--- src/design/pcle_pkg.sv ---
// shared constants, codes and types for the positional circular list engine
package pcle_pkg;

  localparam int CAPACITY = 32;
  localparam int SLOT_W   = (CAPACITY > 1) ? $clog2(CAPACITY) : 1;
  localparam int CNT_W    = $clog2(CAPACITY + 1);
  localparam int OP_W     = 3;
  localparam int POS_W    = 7;
  localparam int VAL_W    = 32;
  localparam int ST_W     = 3;

  // operation codes
  localparam logic [OP_W-1:0] OP_INSERT   = 3'd0;
  localparam logic [OP_W-1:0] OP_APPEND   = 3'd1;
  localparam logic [OP_W-1:0] OP_DELETE   = 3'd2;
  localparam logic [OP_W-1:0] OP_DEL_LAST = 3'd3;
  localparam logic [OP_W-1:0] OP_SEARCH   = 3'd4;
  localparam logic [OP_W-1:0] OP_READOUT  = 3'd5;

  // status codes
  localparam logic [ST_W-1:0] ST_OK        = 3'd0;
  localparam logic [ST_W-1:0] ST_BAD_POS   = 3'd1;
  localparam logic [ST_W-1:0] ST_EMPTY     = 3'd2;
  localparam logic [ST_W-1:0] ST_FULL      = 3'd3;
  localparam logic [ST_W-1:0] ST_NOT_FOUND = 3'd4;

  typedef struct packed {
    logic [OP_W-1:0]         operation;
    logic [POS_W-1:0]        position;
    logic signed [VAL_W-1:0] item_value;
  } in_item_t;

  typedef struct packed {
    logic [ST_W-1:0]         status;
    logic [POS_W-1:0]        found_position;
    logic signed [VAL_W-1:0] out_value;
    logic                    last;
  } out_item_t;

  typedef enum logic [2:0] {
    S_IDLE,
    S_WALK,
    S_LINK,
    S_VICT,
    S_RESP
  } ctrl_state_t;

  // one read address shared by both stores, one write port each
  typedef struct packed {
    logic [SLOT_W-1:0]       rd_addr;
    logic                    lnk_we;
    logic [SLOT_W-1:0]       lnk_waddr;
    logic [SLOT_W-1:0]       lnk_wdata;
    logic                    val_we;
    logic [SLOT_W-1:0]       val_waddr;
    logic signed [VAL_W-1:0] val_wdata;
  } ram_req_t;

endpackage

--- src/design/pcle_ram.sv ---
// generic single-write, single-read ram with registered read data
module pcle_ram #(
  parameter int WIDTH = 32,
  parameter int DEPTH = 32
) (
  input  logic                                         clk,
  input  logic                                         we,
  input  logic [((DEPTH > 1) ? $clog2(DEPTH) : 1)-1:0] waddr,
  input  logic [WIDTH-1:0]                             wdata,
  input  logic [((DEPTH > 1) ? $clog2(DEPTH) : 1)-1:0] raddr,
  output logic [WIDTH-1:0]                             rdata
);

  logic [WIDTH-1:0] mem [DEPTH];

  always_ff @(posedge clk) begin
    if (we) begin
      mem[waddr] <= wdata;
    end
    rdata <= mem[raddr];
  end

endmodule

--- src/design/pcle_ctrl.sv ---
// list sequencer: head, tail, count, free mask and the chain walk over the stores
module pcle_ctrl
  import pcle_pkg::*;
(
  input  logic                    clk,
  input  logic                    rst_n,
  input  logic                    in_valid,
  output logic                    in_stall,
  input  in_item_t                in_data,
  input  logic [SLOT_W-1:0]       lnk_q,
  input  logic signed [VAL_W-1:0] val_q,
  output ram_req_t                ram_req,
  input  logic                    can_push,
  output logic                    push,
  output out_item_t               push_data
);

  ctrl_state_t             state_r, state_nxt;
  logic [SLOT_W-1:0]       head_r, head_nxt;
  logic [SLOT_W-1:0]       tail_r, tail_nxt;
  logic [CNT_W-1:0]        count_r, count_nxt;
  logic [CAPACITY-1:0]     free_r, free_nxt;
  logic [OP_W-1:0]         op_r, op_nxt;
  logic [CNT_W-1:0]        tgt_r, tgt_nxt;
  logic [CNT_W-1:0]        idx_r, idx_nxt;
  logic [SLOT_W-1:0]       dslot_r, dslot_nxt;
  logic [SLOT_W-1:0]       new_r, new_nxt;
  logic [SLOT_W-1:0]       prev_r, prev_nxt;
  logic [SLOT_W-1:0]       victim_r, victim_nxt;
  logic                    head_set_r, head_set_nxt;
  logic signed [VAL_W-1:0] key_r, key_nxt;
  logic [ST_W-1:0]         st_r, st_nxt;
  logic [POS_W-1:0]        fp_r, fp_nxt;

  logic              full, empty, single;
  logic [POS_W-1:0]  count_ext, count_p1, ipos, dpos;
  logic              is_err, go_ins, go_del, go_scan;
  logic [ST_W-1:0]   err_st;
  logic [SLOT_W-1:0] free_slot;
  logic              at_tgt, hit;

  function automatic logic [SLOT_W-1:0] lowest_set(input logic [CAPACITY-1:0] m);
    logic [SLOT_W-1:0] r;
    r = '0;
    for (int i = CAPACITY - 1; i >= 0; i--) begin
      if (m[i]) begin
        r = SLOT_W'(i);
      end
    end
    return r;
  endfunction

  assign in_stall  = (state_r != S_IDLE);
  assign full      = (count_r == CNT_W'(CAPACITY));
  assign empty     = (count_r == '0);
  assign single    = (count_r == CNT_W'(1));
  assign count_ext = POS_W'(count_r);
  assign count_p1  = count_ext + POS_W'(1);
  assign free_slot = lowest_set(free_r);
  assign at_tgt    = (idx_r == tgt_r);
  assign hit       = (val_q == key_r);

  // decode of the request at the input
  always_comb begin
    is_err  = 1'b0;
    err_st  = ST_OK;
    go_ins  = 1'b0;
    go_del  = 1'b0;
    go_scan = 1'b0;
    ipos    = in_data.position;
    dpos    = in_data.position;
    case (in_data.operation)
      OP_INSERT: begin
        if (full) begin
          is_err = 1'b1;
          err_st = ST_FULL;
        end else if (in_data.position == '0 || in_data.position > count_p1) begin
          is_err = 1'b1;
          err_st = ST_BAD_POS;
        end else begin
          go_ins = 1'b1;
        end
      end
      OP_APPEND: begin
        ipos = count_p1;
        if (full) begin
          is_err = 1'b1;
          err_st = ST_FULL;
        end else begin
          go_ins = 1'b1;
        end
      end
      OP_DELETE: begin
        if (empty) begin
          is_err = 1'b1;
          err_st = ST_EMPTY;
        end else if (in_data.position == '0 || in_data.position > count_ext) begin
          is_err = 1'b1;
          err_st = ST_BAD_POS;
        end else begin
          go_del = 1'b1;
        end
      end
      OP_DEL_LAST: begin
        dpos = count_ext;
        if (empty) begin
          is_err = 1'b1;
          err_st = ST_EMPTY;
        end else begin
          go_del = 1'b1;
        end
      end
      OP_SEARCH, OP_READOUT: begin
        if (empty) begin
          is_err = 1'b1;
          err_st = ST_EMPTY;
        end else begin
          go_scan = 1'b1;
        end
      end
      default: begin
        is_err = 1'b1;
        err_st = ST_BAD_POS;
      end
    endcase
  end

  // next state
  always_comb begin
    state_nxt = state_r;
    case (state_r)
      S_IDLE: begin
        if (in_valid) begin
          if (is_err) begin
            state_nxt = S_RESP;
          end else if (go_ins) begin
            if (empty) begin
              state_nxt = S_RESP;
            end else if (ipos == POS_W'(1)) begin
              state_nxt = S_LINK;
            end else begin
              state_nxt = S_WALK;
            end
          end else if (go_del) begin
            if (single) begin
              state_nxt = S_RESP;
            end else if (dpos == POS_W'(1)) begin
              state_nxt = S_VICT;
            end else begin
              state_nxt = S_WALK;
            end
          end else if (go_scan) begin
            state_nxt = S_WALK;
          end
        end
      end
      S_WALK: begin
        case (op_r)
          OP_INSERT, OP_APPEND: begin
            if (at_tgt) begin
              state_nxt = S_LINK;
            end
          end
          OP_DELETE, OP_DEL_LAST: begin
            if (at_tgt) begin
              state_nxt = S_VICT;
            end
          end
          OP_SEARCH: begin
            if (hit || at_tgt) begin
              state_nxt = S_RESP;
            end
          end
          OP_READOUT: begin
            if (can_push && at_tgt) begin
              state_nxt = S_IDLE;
            end
          end
          default: state_nxt = S_IDLE;
        endcase
      end
      S_LINK:  state_nxt = S_RESP;
      S_VICT:  state_nxt = S_RESP;
      S_RESP: begin
        if (can_push) begin
          state_nxt = S_IDLE;
        end
      end
      default: state_nxt = S_IDLE;
    endcase
  end

  // outputs and datapath updates
  always_comb begin
    head_nxt     = head_r;
    tail_nxt     = tail_r;
    count_nxt    = count_r;
    free_nxt     = free_r;
    op_nxt       = op_r;
    tgt_nxt      = tgt_r;
    idx_nxt      = idx_r;
    dslot_nxt    = dslot_r;
    new_nxt      = new_r;
    prev_nxt     = prev_r;
    victim_nxt   = victim_r;
    head_set_nxt = head_set_r;
    key_nxt      = key_r;
    st_nxt       = st_r;
    fp_nxt       = fp_r;
    ram_req           = '0;
    ram_req.rd_addr   = dslot_r;
    push              = 1'b0;
    push_data.status         = st_r;
    push_data.found_position = fp_r;
    push_data.out_value      = '0;
    push_data.last           = 1'b1;
    case (state_r)
      S_IDLE: begin
        if (in_valid) begin
          op_nxt          = in_data.operation;
          key_nxt         = in_data.item_value;
          st_nxt          = is_err ? err_st : ST_OK;
          fp_nxt          = '0;
          idx_nxt         = CNT_W'(1);
          dslot_nxt       = head_r;
          head_set_nxt    = 1'b0;
          ram_req.rd_addr = head_r;
          if (go_ins) begin
            new_nxt             = free_slot;
            free_nxt[free_slot] = 1'b0;
            ram_req.val_we      = 1'b1;
            ram_req.val_waddr   = free_slot;
            ram_req.val_wdata   = in_data.item_value;
            tgt_nxt             = CNT_W'(ipos - POS_W'(1));
            if (empty) begin
              // first entry links to itself
              ram_req.lnk_we    = 1'b1;
              ram_req.lnk_waddr = free_slot;
              ram_req.lnk_wdata = free_slot;
              head_nxt          = free_slot;
              tail_nxt          = free_slot;
              count_nxt         = CNT_W'(1);
            end else if (ipos == POS_W'(1)) begin
              ram_req.lnk_we    = 1'b1;
              ram_req.lnk_waddr = free_slot;
              ram_req.lnk_wdata = head_r;
              prev_nxt          = tail_r;
              head_set_nxt      = 1'b1;
            end
          end else if (go_del) begin
            tgt_nxt = CNT_W'(dpos - POS_W'(1));
            if (single) begin
              free_nxt[head_r] = 1'b1;
              head_nxt         = '0;
              tail_nxt         = '0;
              count_nxt        = '0;
            end else if (dpos == POS_W'(1)) begin
              // head removal: tail acts as predecessor
              prev_nxt   = tail_r;
              victim_nxt = head_r;
            end
          end else if (go_scan) begin
            tgt_nxt = count_r;
          end
        end
      end
      S_WALK: begin
        case (op_r)
          OP_INSERT, OP_APPEND: begin
            if (at_tgt) begin
              ram_req.lnk_we    = 1'b1;
              ram_req.lnk_waddr = new_r;
              ram_req.lnk_wdata = lnk_q;
              prev_nxt          = dslot_r;
            end else begin
              ram_req.rd_addr = lnk_q;
              dslot_nxt       = lnk_q;
              idx_nxt         = idx_r + CNT_W'(1);
            end
          end
          OP_DELETE, OP_DEL_LAST: begin
            ram_req.rd_addr = lnk_q;
            if (at_tgt) begin
              prev_nxt   = dslot_r;
              victim_nxt = lnk_q;
            end else begin
              dslot_nxt = lnk_q;
              idx_nxt   = idx_r + CNT_W'(1);
            end
          end
          OP_SEARCH: begin
            if (hit) begin
              st_nxt = ST_OK;
              fp_nxt = POS_W'(idx_r);
            end else if (at_tgt) begin
              st_nxt = ST_NOT_FOUND;
            end else begin
              ram_req.rd_addr = lnk_q;
              dslot_nxt       = lnk_q;
              idx_nxt         = idx_r + CNT_W'(1);
            end
          end
          OP_READOUT: begin
            push_data.status         = ST_OK;
            push_data.found_position = '0;
            push_data.out_value      = val_q;
            push_data.last           = at_tgt;
            if (can_push) begin
              push = 1'b1;
              if (!at_tgt) begin
                ram_req.rd_addr = lnk_q;
                dslot_nxt       = lnk_q;
                idx_nxt         = idx_r + CNT_W'(1);
              end
            end
          end
          default: begin
          end
        endcase
      end
      S_LINK: begin
        ram_req.lnk_we    = 1'b1;
        ram_req.lnk_waddr = prev_r;
        ram_req.lnk_wdata = new_r;
        count_nxt         = count_r + CNT_W'(1);
        if (head_set_r) begin
          head_nxt = new_r;
        end else if (prev_r == tail_r) begin
          tail_nxt = new_r;
        end
      end
      S_VICT: begin
        // lnk_q holds the successor of the victim
        ram_req.lnk_we     = 1'b1;
        ram_req.lnk_waddr  = prev_r;
        ram_req.lnk_wdata  = lnk_q;
        free_nxt[victim_r] = 1'b1;
        count_nxt          = count_r - CNT_W'(1);
        if (victim_r == tail_r) begin
          tail_nxt = prev_r;
        end
        if (victim_r == head_r) begin
          head_nxt = lnk_q;
        end
      end
      S_RESP: begin
        push = can_push;
      end
      default: begin
      end
    endcase
  end

  always_ff @(posedge clk) begin
    if (!rst_n) begin
      state_r <= S_IDLE;
      head_r  <= '0;
      tail_r  <= '0;
      count_r <= '0;
      free_r  <= '1;
    end else begin
      state_r <= state_nxt;
      head_r  <= head_nxt;
      tail_r  <= tail_nxt;
      count_r <= count_nxt;
      free_r  <= free_nxt;
    end
  end

  always_ff @(posedge clk) begin
    op_r       <= op_nxt;
    tgt_r      <= tgt_nxt;
    idx_r      <= idx_nxt;
    dslot_r    <= dslot_nxt;
    new_r      <= new_nxt;
    prev_r     <= prev_nxt;
    victim_r   <= victim_nxt;
    head_set_r <= head_set_nxt;
    key_r      <= key_nxt;
    st_r       <= st_nxt;
    fp_r       <= fp_nxt;
  end

`ifndef NO_ASSERTIONS
  a_count_range: assert property (@(posedge clk) disable iff (!rst_n)
    count_r <= CNT_W'(CAPACITY))
    else $error("entry count beyond capacity");

  a_free_matches_count: assert property (@(posedge clk) disable iff (!rst_n)
    state_r == S_IDLE |-> $countones(~free_r) == int'(count_r))
    else $error("free mask disagrees with entry count");

  a_empty_ptrs: assert property (@(posedge clk) disable iff (!rst_n)
    (state_r == S_IDLE && count_r == '0) |-> (head_r == '0 && tail_r == '0))
    else $error("empty list with nonzero head or tail");

  a_push_room: assert property (@(posedge clk) disable iff (!rst_n)
    push |-> can_push)
    else $error("result pushed into a full output register");
`endif

endmodule

--- src/design/positional_circular_list_engine.sv ---
// top level: list sequencer, value and link stores, result output register
// error results and head or empty-list edits skip the chain walk; every other request
//   first walks the chain from the head toward its position
// throughput: one request at a time; read out streams one entry per cycle when not stalled
// the chain walk (one link-store read per cycle) sets how long a request takes
// reset: synchronous active-low rst_n empties the list and drops any waiting result;
//   the stores hold no reset and need no clearing pass
module positional_circular_list_engine
  import pcle_pkg::*;
(
  input  logic      clk,
  input  logic      rst_n,
  input  logic      in_valid,
  output logic      in_stall,
  input  in_item_t  in_data,
  output logic      out_valid,
  input  logic      out_stall,
  output out_item_t out_data
);

  // ram traffic from the sequencer
  ram_req_t                ram_req;
  logic [SLOT_W-1:0]       lnk_q;
  logic signed [VAL_W-1:0] val_q;

  // result handoff into the output register
  logic      can_push;
  logic      push;
  out_item_t push_data;

  logic      out_valid_r;
  out_item_t out_data_r;

  // sequencer owns head, tail, count and free mask and walks the chain
  pcle_ctrl u_ctrl (
    .clk       (clk),
    .rst_n     (rst_n),
    .in_valid  (in_valid),
    .in_stall  (in_stall),
    .in_data   (in_data),
    .lnk_q     (lnk_q),
    .val_q     (val_q),
    .ram_req   (ram_req),
    .can_push  (can_push),
    .push      (push),
    .push_data (push_data)
  );

  // next-slot links of the circular chain
  pcle_ram #(
    .WIDTH (SLOT_W),
    .DEPTH (CAPACITY)
  ) u_link_ram (
    .clk   (clk),
    .we    (ram_req.lnk_we),
    .waddr (ram_req.lnk_waddr),
    .wdata (ram_req.lnk_wdata),
    .raddr (ram_req.rd_addr),
    .rdata (lnk_q)
  );

  // entry values, read at the same slot as the link
  pcle_ram #(
    .WIDTH (VAL_W),
    .DEPTH (CAPACITY)
  ) u_value_ram (
    .clk   (clk),
    .we    (ram_req.val_we),
    .waddr (ram_req.val_waddr),
    .wdata (ram_req.val_wdata),
    .raddr (ram_req.rd_addr),
    .rdata (val_q)
  );

  // register takes a new result when empty or when the current one leaves
  assign can_push = !out_valid_r || !out_stall;

  always_ff @(posedge clk) begin
    if (!rst_n) begin
      out_valid_r <= 1'b0;
    end else if (push) begin
      out_valid_r <= 1'b1;
    end else if (!out_stall) begin
      out_valid_r <= 1'b0;
    end
  end

  // payload held while stalled
  always_ff @(posedge clk) begin
    if (push) begin
      out_data_r <= push_data;
    end
  end

  assign out_valid = out_valid_r;
  assign out_data  = out_data_r;

endmodule
--- config.mk ---
export PLATFORM = sky130hd
export DESIGN_NAME = positional_circular_list_engine
export DESIGN_NICKNAME = d
export VERILOG_FILES = /design/src/design/pcle_pkg.sv /design/src/design/pcle_ram.sv /design/src/design/pcle_ctrl.sv /design/src/design/positional_circular_list_engine.sv
export SDC_FILE = /design/constraint.sdc
export NUM_CORES = 2
export LEC_CHECK = 0
export BUFFER_PORTS_ARGS = -buffer_cell sky130_fd_sc_hd__clkbuf_2
export CELL_PAD_IN_SITES_DETAIL_PLACEMENT = 1
export CELL_PAD_IN_SITES_GLOBAL_PLACEMENT = 1
export CORE_MARGIN = 2
export CORE_UTILIZATION = 30
export CTS_CLUSTER_SIZE = 40
export DETAILED_ROUTE_END_ITERATION = 10
export PLACE_DENSITY_LB_ADDON = 0.1
export SLEW_MARGIN = 20
export SYNTH_ARGS = -nofsm -noshare
export SYNTH_HDL_FRONTEND = slang
export SYNTH_HIERARCHICAL = 1
export SYNTH_SLANG_ARGS = --single-unit
--- constraint.sdc ---
create_clock -name clk -period 9.96 [get_ports clk]
set_input_delay 0.498 -clock clk [delete_from_list [all_inputs] [get_ports clk]]
set_output_delay 0.498 -clock clk [all_outputs]
set_load 0.005 [all_outputs]
=== Yosys cells after proc, flatten, opt, wreduce, memory -nomap -nowiden ===
Memory sizes are Yosys's and may differ from the RTL's. A register that Yosys moved wholly into a read port is not among the register bits.
Cells that the tools add are included.

* Bits in registers: 173
* Memory bits (writable): 1184
* Input port bits: 46
* Output and inout port bits: 45
* Memories: 2

{| class="wikitable"
|+ Memory list
! memory !! words !! width !! rd ports !! clocked after Yosys merged registers in !! wr ports !! RTL line !! text
|-
| u_value_ram.mem || 32 || 32 || 1 || 1 || 1 || pcle_ram.sv:14 || <nowiki>logic [WIDTH-1:0] mem [DEPTH];</nowiki>
|-
| u_link_ram.mem || 32 || 5 || 1 || 1 || 1 || pcle_ram.sv:14 ||
|}

* Add/subtract/negate cells: 6
* $lt $le $gt $ge: 8
* Eq/ne operators: 56
* Multiplexer cells: 167
* Bitwise logic cells: 5
* Reduce and logical (&&, ||, !) cells: 42

{| class="wikitable"
|+ Operators by type and width
! cell !! count
|-
| 2-to-1 mux 5 bit || 62
|-
| 2-to-1 mux 32 bit || 4
|-
| 2-to-1 mux 43 bit || 2
|-
| 2-to-1 mux 6 bit || 12
|-
| bitwise OR 32 bit || 2
|-
| one-hot mux 32 bit (2 select lines) || 1
|-
| 2-to-1 mux 3 bit || 19
|-
| 2-to-1 mux 54 bit || 1
|-
| 2-to-1 mux 49 bit || 1
|-
| one-hot mux 5 bit (3 select lines) || 3
|-
| 2-to-1 mux 11 bit || 4
|-
| one-hot mux 11 bit (4 select lines) || 1
|-
| one-hot mux 5 bit (2 select lines) || 4
|-
| 2-to-1 mux 38 bit || 1
|-
| one-hot mux 3 bit (4 select lines) || 3
|-
| one-hot mux 6 bit (3 select lines) || 2
|-
| 2-to-1 mux 7 bit || 5
|-
| bitwise AND 32 bit || 1
|-
| == test 32 bit || 1
|-
| NOT 32 bit || 1
|-
| 2-to-1 mux 1 bit || 27
|-
| != test 2 x 1 -> 1 bit (second input constant) || 10
|-
| one-hot mux 5 bit (4 select lines) || 1
|-
| == test 3 x 2 -> 1 bit (second input constant) || 6
|-
| other kinds (46) || 110
|}

=== Logic depth before layout (Yosys ltp) ===
* Word-level depth: 41
* Gate-level depth with buffers: 17
* Mapped depth without buffers: 15

=== Modules after synthesis ===
Netlist, hierarchy kept.

{| class="wikitable"
|+ Modules (own cells, without submodules)
! module !! times used !! cells an instance !! area each (µm²)
|-
| pcle_ram at u_value_ram || 1 || 2260 || 40492.6
|-
| pcle_ctrl || 1 || 1092 || 9071.2
|-
| pcle_ram at u_link_ram || 1 || 277 || 6344.8
|-
| positional_circular_list_engine || 1 || 47 || 1326.3
|}

=== Least setup slack after synthesis ===
OpenSTA, ideal clock, no wires.

* Kind: flip-flop to flip-flop
* Start point: register u_ctrl.count_r[2]
* End point: memory u_link_ram/mem[0][2] in the netlist's numbering (data pin)
* Setup time: 615 ps
* Arrival: 4922 ps
* Required time: 9345 ps
* Path slack: 4423 ps
* Stages on the path, launching flop included: 14
* Path buffers: 3
* Clock period less this slack: 5537 ps
* Path through: dfxtp_1 > clkbuf_1 > and3_1 > nand3_1 > xnor2_1 > ha_1 > a21o_1 > a221o_1 > a31oi_1 > a21o_1 > buf_6 > clkbuf_1 > nand2_1 > o311ai_0

{| class="wikitable"
|+ RTL lines
! what !! RTL line !! text
|-
| from (decl) || pcle_ctrl.sv:21 || <nowiki>logic [CNT_W-1:0] count_r, count_nxt;</nowiki>
|-
| from (signal assigned) || pcle_ctrl.sv:365 || <nowiki>count_r <= count_nxt;</nowiki>
|-
| to (decl) || pcle_ram.sv:14 ||
|}

==> reports/results.ini <==
[placement]
place_congestion=0.795
place_area_um2=60800
dp_hpwl_mm=101
portBuffers=90

[synth]
ys_seq_elements=1393
yosys.area.top_type=edfxtp_1
syn_area_per_cell_um2=15.6
synthesis.area_um2=57200
synth_nets=3743
synth-main-ff-cell=edfxtp_1
ys_seq_area_share_pct=71.5
yosysWarnings=6
synth_cells=3676
async_flop_share_pct=0
synth_cell_type_count=81
synth_top_area_share_pct=68.4
netlist_top_cells_area=edfxtp_1, mux2i_1, dfxtp_1
synth_edf_count=1304

[floorplanning]
floorplan.initialDensity_pct=30.2
die_height_um=441
core_um2=190000
fp.dieArea_um2=194000
io_pins=91
die_w_um=441
rows=160

[cts]
cts_buffers=154
cts_tree=done
root_buffer=clkbuf_16
cts_buffer_depth=3
post_cts_resized=0
clock_latency_ps=810
cts_sinks=1393
htreeDepth=4
post_cts_buffers=0
path_clk_slew_ps=60

[setup_path]
endpoint_kind=flop
r2r_start=u_ctrl/count_r[0]$_SDFFE_PN0P_
arrival_ps=6810
rr_worst_depth=13
worst_setup_path_start_kind=flop
worstPathRequired_ps=10390
worstReg2RegEnd=u_value_ram/mem[21][5]$_DFFE_PP_
r2r_slack_ps=3580
path_class=reg -> reg
crit_fanout=17

[timing]
fin_hold_ws_ps=70.1
finalSetupViolCount=0
max_freq_mhz=157
tightest_slew_ps=1180
fin_crit_ps=6380
clock_skew_ps=59.7
hold_violations=0
maxSlewViolCount=0
finalCritPeriodShare_pct=64.1
fin_tns_setup_ps=0
slew_headroom_pct=21.1
rsz0062_at_grt=false

[worst_hold_path]
worstHoldStart=in_data[5]
hold_path.class=in -> reg
hold_end=u_ctrl/key_r[5]$_DFFE_PP_
hold_depth=1

[final_layout]
drive_above_1_share_pct=13.3
layout.nets=3892
final_common_cell=edfxtp_1
fin_area_um2=66000
layout_common_cells=edfxtp_1, mux2i_1, nand2_1
synthToLayoutAreaGrowth_pct=15.4

[detailed_routing]
drc=0
dr.pass1.iters=7
vias=33100
ant_nets=0
drt_wl_total_mm=186
wl_per_cell_um=28.8
viasPerCell=5.13
drtIter0Drc=2249

[global_route]
antenna_found_initial=8
grt_max_degree=129
overflow=0
grt_usage_pct=19.0
grt_pass1_wl_mm=262
grt_pass1_vias=34100

[power_and_ir_drop]
ir_worst_vdd_uv=173
p_leak_nw=21.1
power.density_nw_per_um2=215
p_total_w=0.0142

[run]
max_cap_viol_count=0

[run_status]
status=complete, no violations

metrics by stage:
step / worst slack, ps / util, % / instances
floorplan: 4420 / - / 3676
global placement: 3440 / 32.0 / 6147
detailed placement: 3410 / 32.0 / 6148
CTS: 3400 / 34.8 / 6453
global route: 3270 / 34.8 / 6458
finish: 3580 / 34.8 / 6459
flip-flops by register name, indices dropped and copies added (netlist names):
register,cells
u_ctrl/fp_r,6
u_ctrl/op_r,3
u_ctrl/new_r,5
u_ctrl/st_r,3
u_ctrl/head_set_r,1
u_ctrl/state_r,3
out_valid,1
u_ctrl/victim_r,5
u_link_ram/rdata,5
u_ctrl/count_r,6
u_ctrl/tail_r,5
u_value_ram/mem,1024
u_ctrl/tgt_r,6
u_ctrl/prev_r,5
u_ctrl/idx_r,6
u_ctrl/free_r,32
u_ctrl/key_r,32
u_ctrl/dslot_r,5
out_data,43
u_ctrl/head_r,5
u_link_ram/mem,160
u_value_ram/rdata,32
synthesized netlist by cell type, types with 15 or more instances:
cell type / number
o21ai_0: 89
buf_1: 15
edfxtp_1: 1304
inv_1: 32
a31oi_1: 51
a22o_1: 66
mux4_2: 50
nor3_1: 58
dfxtp_1: 89
o22ai_1: 16
a21oi_1: 154
buf_2: 38
nor4_1: 20
buf_6: 18
clkbuf_1: 104
ha_1: 21
nand3b_1: 17
xor2_1: 54
and2_1: 50
nor2_1: 163
a22oi_1: 106
nand3_1: 128
mux2i_1: 525
buf_4: 36
xnor2_1: 17
and3_1: 45
nand2_1: 212
power breakdown:
part	leakage (nW)	internal, W	switching (W)
registers	11.5	0.00651	0.000177
clock network	2.37	0.00323	0.00238
logic	7.15	0.000674	0.00120
total	21.1	0.0104	0.00375
worst max-delay path, cell delays in order, from the launching register on:
cell and delay [ps]:
dfxtp_1 600, ha_1 320, nand3_1 120, xnor2_1 370, ha_1 330, and3_1 200
a221o_1 290, a31oi_1 320, a21o_2 450, nand2_1 180, inv_1 390, nand3b_1 680
nor2_4 1110, buf_4 550
final cells by class:
class | instances | area [um2]
Fill cell | 19300 | 124000
Clock buffer | 209 | 4200
Multi-Input combinational cell | 2037 | 15400
Antenna cell | 3 | 7.51
Clock inverter | 67 | 681
Inverter | 33 | 125
Tap cell | 2511 | 3140
Sequential cell | 1393 | 40900
Timing Repair Buffer | 206 | 1530
logic make-up after synthesis:
family | Yosys count | synth area share [%]
mux | 582 | 11.3
compound gates | 600 | 7.03
simple gates | 762 | 6.42
fa+ha+maj | 21 | 0.459
buf+inv | 246 | 2.18
flops | 1393 | 71.5
other cells | 1 | 0.00655
xor+xnor | 71 | 1.09
metal layers:
layer	routed length (um)	GRT usage, %	vias to the layer above	share of wire, %
met1	85800	26.2	17600	46
met5	0	0	-	0
met3	7310	2.90	193	3.9
met2	89700	31.4	697	48
li1	-	-	14700	-
met4	3380	4.28	0	1.8
worst max-delay path by stage:
stage	startpoint	end	slack, ps	cells past startpoint
6_report	u_ctrl/count_r[0]$_SDFFE_PN0P_	u_value_ram/mem[21][5]$_DFFE_PP_	3580	13
3_5_place_dp	u_ctrl/key_r[27]$_DFFE_PP_	u_value_ram/rdata[27]$_DFF_P_	3410	15
3_3_place_gp	u_ctrl/key_r[27]$_DFFE_PP_	u_value_ram/rdata[27]$_DFF_P_	3440	15
4_1_cts	u_ctrl/key_r[27]$_DFFE_PP_	u_value_ram/rdata[27]$_DFF_P_	3400	15
5_1_grt	u_ctrl/count_r[0]$_SDFFE_PN0P_	u_value_ram/mem[20][5]$_DFFE_PP_	3270	15
2_1_floorplan	u_ctrl/count_r[2]$_SDFFE_PN0P_	u_link_ram/mem[0][2]$_DFFE_PP_	4420	13
what timing repair did:
item / in CTS / in global routing
hold buffers: 29 / 2
endpoints found under the setup margin: 0 / 0
endpoints found under the hold margin: 29 / 2
Note: power is estimated with default switching activity, not from simulation.
